File: src/hw/rtl/stp_pkg.sv
package stp_pkg;

  localparam int VAL_W  = 32;
  localparam int REG_W  = 31;
  localparam int MODE_W = 2;
  localparam int IDX_W  = 12;
  localparam int CNT_W  = 13;
  localparam int CFG_IDX_W = 2;

  localparam logic [CFG_IDX_W-1:0] CFG_INV_STEP  = 2'd0;
  localparam logic [CFG_IDX_W-1:0] CFG_THRESHOLD = 2'd1;
  localparam logic [CFG_IDX_W-1:0] CFG_MODE      = 2'd2;

  localparam logic [MODE_W-1:0] MODE_NONE   = 2'd0;
  localparam logic [MODE_W-1:0] MODE_LASSO  = 2'd1;
  localparam logic [MODE_W-1:0] MODE_SCREEN = 2'd2;

  localparam logic [REG_W-1:0] INV_STEP_RESET = 31'd65536;

  typedef struct packed {
    logic signed [VAL_W-1:0] coef_old;
    logic signed [VAL_W-1:0] gradient;
    logic                    screen_flag;
    logic                    last;
  } in_t;

  typedef struct packed {
    logic signed [VAL_W-1:0] coef_step;
    logic signed [VAL_W-1:0] coef_new;
    logic                    is_zero;
    logic [IDX_W-1:0]        element_index;
    logic [IDX_W-1:0]        active_slot;
    logic [CNT_W-1:0]        active_count;
    logic                    end_of_vector;
  } out_t;

  typedef struct packed {
    logic signed [VAL_W-1:0] step;
    logic signed [VAL_W-1:0] newv;
    logic                    zero;
  } thr_res_t;

endpackage

File: src/hw/rtl/stp_thresh.sv
module stp_thresh
  import stp_pkg::*;
(
  input  logic signed [VAL_W-1:0] coef_old,
  input  logic signed [63:0]      quot,
  input  logic [REG_W-1:0]        threshold,
  input  logic                    exempt,
  output thr_res_t                res
);

  localparam logic signed [64:0] SAT_MAX = 65'sh0_7FFF_FFFF;
  localparam logic signed [64:0] SAT_MIN = -65'sh0_8000_0000;

  logic signed [64:0] diff;
  logic signed [VAL_W-1:0] step;
  logic signed [VAL_W:0] st_w;
  logic signed [VAL_W:0] thr_w;
  logic signed [VAL_W-1:0] newv;

  always_comb begin
    diff = 65'(coef_old) - 65'(quot);
    if (diff > SAT_MAX) begin
      step = SAT_MAX[VAL_W-1:0];
    end else if (diff < SAT_MIN) begin
      step = SAT_MIN[VAL_W-1:0];
    end else begin
      step = diff[VAL_W-1:0];
    end
    st_w  = (VAL_W+1)'(step);
    thr_w = $signed({2'b00, threshold});
    if (exempt) begin
      newv = step;
    end else if (st_w > thr_w) begin
      newv = VAL_W'(st_w - thr_w);
    end else if (st_w < -thr_w) begin
      newv = VAL_W'(st_w + thr_w);
    end else begin
      newv = '0;
    end
    res.step = step;
    res.newv = newv;
    res.zero = (newv == '0);
  end

endmodule

File: config.mk
export PLATFORM = sky130hd
export DESIGN_NAME = stp_thresh
export DESIGN_NICKNAME = d
export VERILOG_FILES = /design/src/hw/rtl/stp_pkg.sv /design/src/hw/rtl/stp_thresh.sv
export SDC_FILE = /design/constraint.sdc
export NUM_CORES = 1
export LEC_CHECK = 0
export ABC_CLOCK_PERIOD_IN_PS = 17280
export BUFFER_PORTS_ARGS = -buffer_cell sky130_fd_sc_hd__buf_2
export CAP_MARGIN = 20
export CELL_PAD_IN_SITES_DETAIL_PLACEMENT = 0
export CELL_PAD_IN_SITES_GLOBAL_PLACEMENT = 1
export CORE_UTILIZATION = 30
export DETAILED_ROUTE_END_ITERATION = 10
export PLACE_DENSITY_LB_ADDON = 0.1
export SYNTH_ARGS = -nofsm -noshare
export SYNTH_HDL_FRONTEND = slang
export SYNTH_SLANG_ARGS = --single-unit
File: constraint.sdc
create_clock -name vclk -period 17.28
set_clock_uncertainty 0.2 [all_clocks]
set_input_delay 1.728 -clock vclk [all_inputs]
set_output_delay 1.728 -clock vclk [all_outputs]
set_load 0.03 [all_outputs]
==> impl_metrics.tcl <==
set metrics [dict create \
    gr-total-overflow 0 \
    setup_viol 0 \
    rsz0062_at_grt "false" \
    cp_data_required_time_ns 15.35 \
    seq_power_share_pct 0 \
    vias 14000 \
    wl_met1_microns 24100 \
    critPathSlowestCell "a21o_1" \
    design.seq.count 0 \
    grt_pass1_wl_microns 79700 \
    path_max_fanout 33 \
    dr.first_iter.drc_count 1036 \
    p_leak_nw 5.45 \
    numPortBuffers 193 \
    clock_buffers 0 \
    track_usage_pct 26.6 \
    hpwl_microns 45800 \
    slew_violations 0 \
    yosysTopAreaCell "ha_1" \
    synth_fa_ha_area_share_pct 18.4 \
    initial_core_util_pct 30.6 \
    ys_warn_count 0 \
    top_layer "met4" \
    crit_top_cell "nor4_1" \
    cts_setup_buffers 0 \
    fin_nets 2172 \
    hold_path_class "input pin to output pin" \
    synth_top_area_share_pct 17.8 \
    cts_hold_buf 0 \
    antenna_found_initial 0 \
    drcViolationCount 0 \
    synth_compound_area_share_pct 37.9 \
    clkPwrFrac_pct 0 \
    comb_power_share_pct 100.0 \
    fp.dieArea_sq_um 38200 \
    critPathMaxStageDelay_ns 0.80 \
    synthXorXnorAreaFrac_pct 7.02 \
    wire_per_inst_microns 22.5 \
    first_global_vias 13500 \
    die_w_microns 195 \
    cp.arrival_ns 13.93 \
    vdd_ir_drop_max_uv 32.8 \
    synthToLayoutAreaGrowth_pct 11.5 \
    synth_area_sq_um 11200 \
    gp_congestion 0.977 \
    io_pins 193 \
    first_pass_iters 5 \
    yosysUniqueCellTypes 84 \
    status "finished, final reports clean" \
    final.period_utilization_pct 91.8 \
    p_switching_w 0.000557 \
    criticalPathCategory "input pin to output pin" \
    routed_wl_microns 52900 \
    cts_resized 0 \
    period_minus_slack_ns 15.86 \
    synth.net_count 2045 \
    rows 70 \
    coreArea_sq_um 36700 \
    p_int_w 0.000270 \
    dieHeight_microns 195 \
    timing.hold.ws_ns 4.03 \
    ys_seq_area_share_pct 0 \
    max_freq_mhz 63.1 \
    avgSynthCellArea_sq_um 6.40 \
    startpoint_type "input pin" \
    p_per_area_nw_per_um2 66.1 \
    viasPerCell 5.98 \
    cp-end-kind "output pin" \
    drive_gt1_share_pct 13.6 \
    yosys.area_share.simple_pct 27.5 \
    fin_tns_setup_ns 0 \
    drtAntennaViolNets 0 \
    worst_pin_slew_ns 1.06 \
    met2_length_microns 24100 \
    hold_viol 0 \
    regArea_sq_um 0 \
    grt_max_degree 38 \
    drv_cap 0 \
    diodes 0 \
    slew_headroom_pct 28.7 \
    syn_inst 1754 \
    synthMuxAreaShare_pct 0.568 \
    met3_length_microns 2590 \
    yosys-top-cells-area "ha_1 18%, a21oi_1 7.5%, nor2_1 5.4%" \
    synth_top_family_by_area "compound AO/OA/AOI/OAI gates" \
    swShare_pct 67.4 \
]
==> critical path: cells and delay by family <==
family                     cells  cell delay, ns
AOI/OAI and AO/OA              8            3.16
adders and majority gates      2            0.90
buffers and inverters          4            1.18
and+or+nand+nor               18            6.89
==> Yosys cell counts, types with 14 or more instances <==
cell / number
a21oi_1: 168
nor2_1: 161
ha_1: 160
inv_1: 155
nand2_1: 142
o21ai_0: 112
nor3_1: 69
xnor2_1: 69
clkbuf_1: 54
nand4_1: 51
a21o_1: 49
nand3_1: 38
o211ai_1: 35
o21bai_1: 31
a211oi_1: 25
nor4_1: 25
o21ai_1: 25
xor2_1: 21
buf_2: 19
a31oi_1: 18
o21a_1: 18
and2_1: 15
or3_1: 15
and3_1: 14
nand2b_1: 14
o221ai_1: 14
==> logic make-up (layout without fill, tap and decap cells) <==
family	count (synthesis)	in the layout
mux	6	6
compound gates	640	640
fa+ha+maj	163	163
xor+xnor	90	90
simple gates	617	617
buf+inv	238	363
==> per-layer routing <==
layer,global-route usage (%),up-vias
met5,0,-
met1,35.8,6620
met2,44.9,521
li1,-,6802
met4,8.84,0
met3,1.74,89
==> placed cells by master (no fill, tap or decap), types with 21 or more instances in the layout <==
cell,n
nand4_1,51
ha_1,160
o21ai_0,112
nor3_1,69
o211ai_1,35
o21ai_1,25
a21oi_1,167
a21o_1,49
o21bai_1,30
xnor2_1,69
nand2_1,142
nand3_1,38
buf_2,193
nor4_1,25
a211oi_1,25
nor2_1,161
xor2_1,21
inv_1,155
==> final timing paths <==
check	startpoint	endpoint	slack (ns)	depth (start not counted)
max	coef_old[31]	res[0]	1.42	32
min	quot[1]	res[34]	4.03	4
==> power groups by stage <==
stage	Clock, W	Combinational (W)	Sequential (W)
final	0	0.000827	0
after CTS	0	0.000816	0
after floorplan	0	0.000557	0
after global placement	0	0.000818	0
after global routing	0	0.000894	0
after detailed placement	0	0.000811	0
==> area by class of cell <==
type	instances	area, sq um
fillers	4118	24200
inverters	155	582
multi-input cells	1516	10300
well taps	468	586
repair buffers	208	1080
==> per-stage QoR <==
stage / utilization, % / instance area, sq um / instances / setup slack (ns) / power (W)
after floorplan: - / 11200 / 1754 / 4.72 / 0.000557
final: 34.1 / 12500 / 2347 / 1.42 / 0.000827
after global routing: 34.1 / 12500 / 2347 / 0.978 / 0.000894
after detailed placement: 34.1 / 12500 / 2347 / 1.58 / 0.000811
after CTS: 34.1 / 12500 / 2347 / 1.57 / 0.000816
after global placement: 34.1 / 12500 / 2347 / 1.59 / 0.000818
Power figures use the tool's default switching activity.
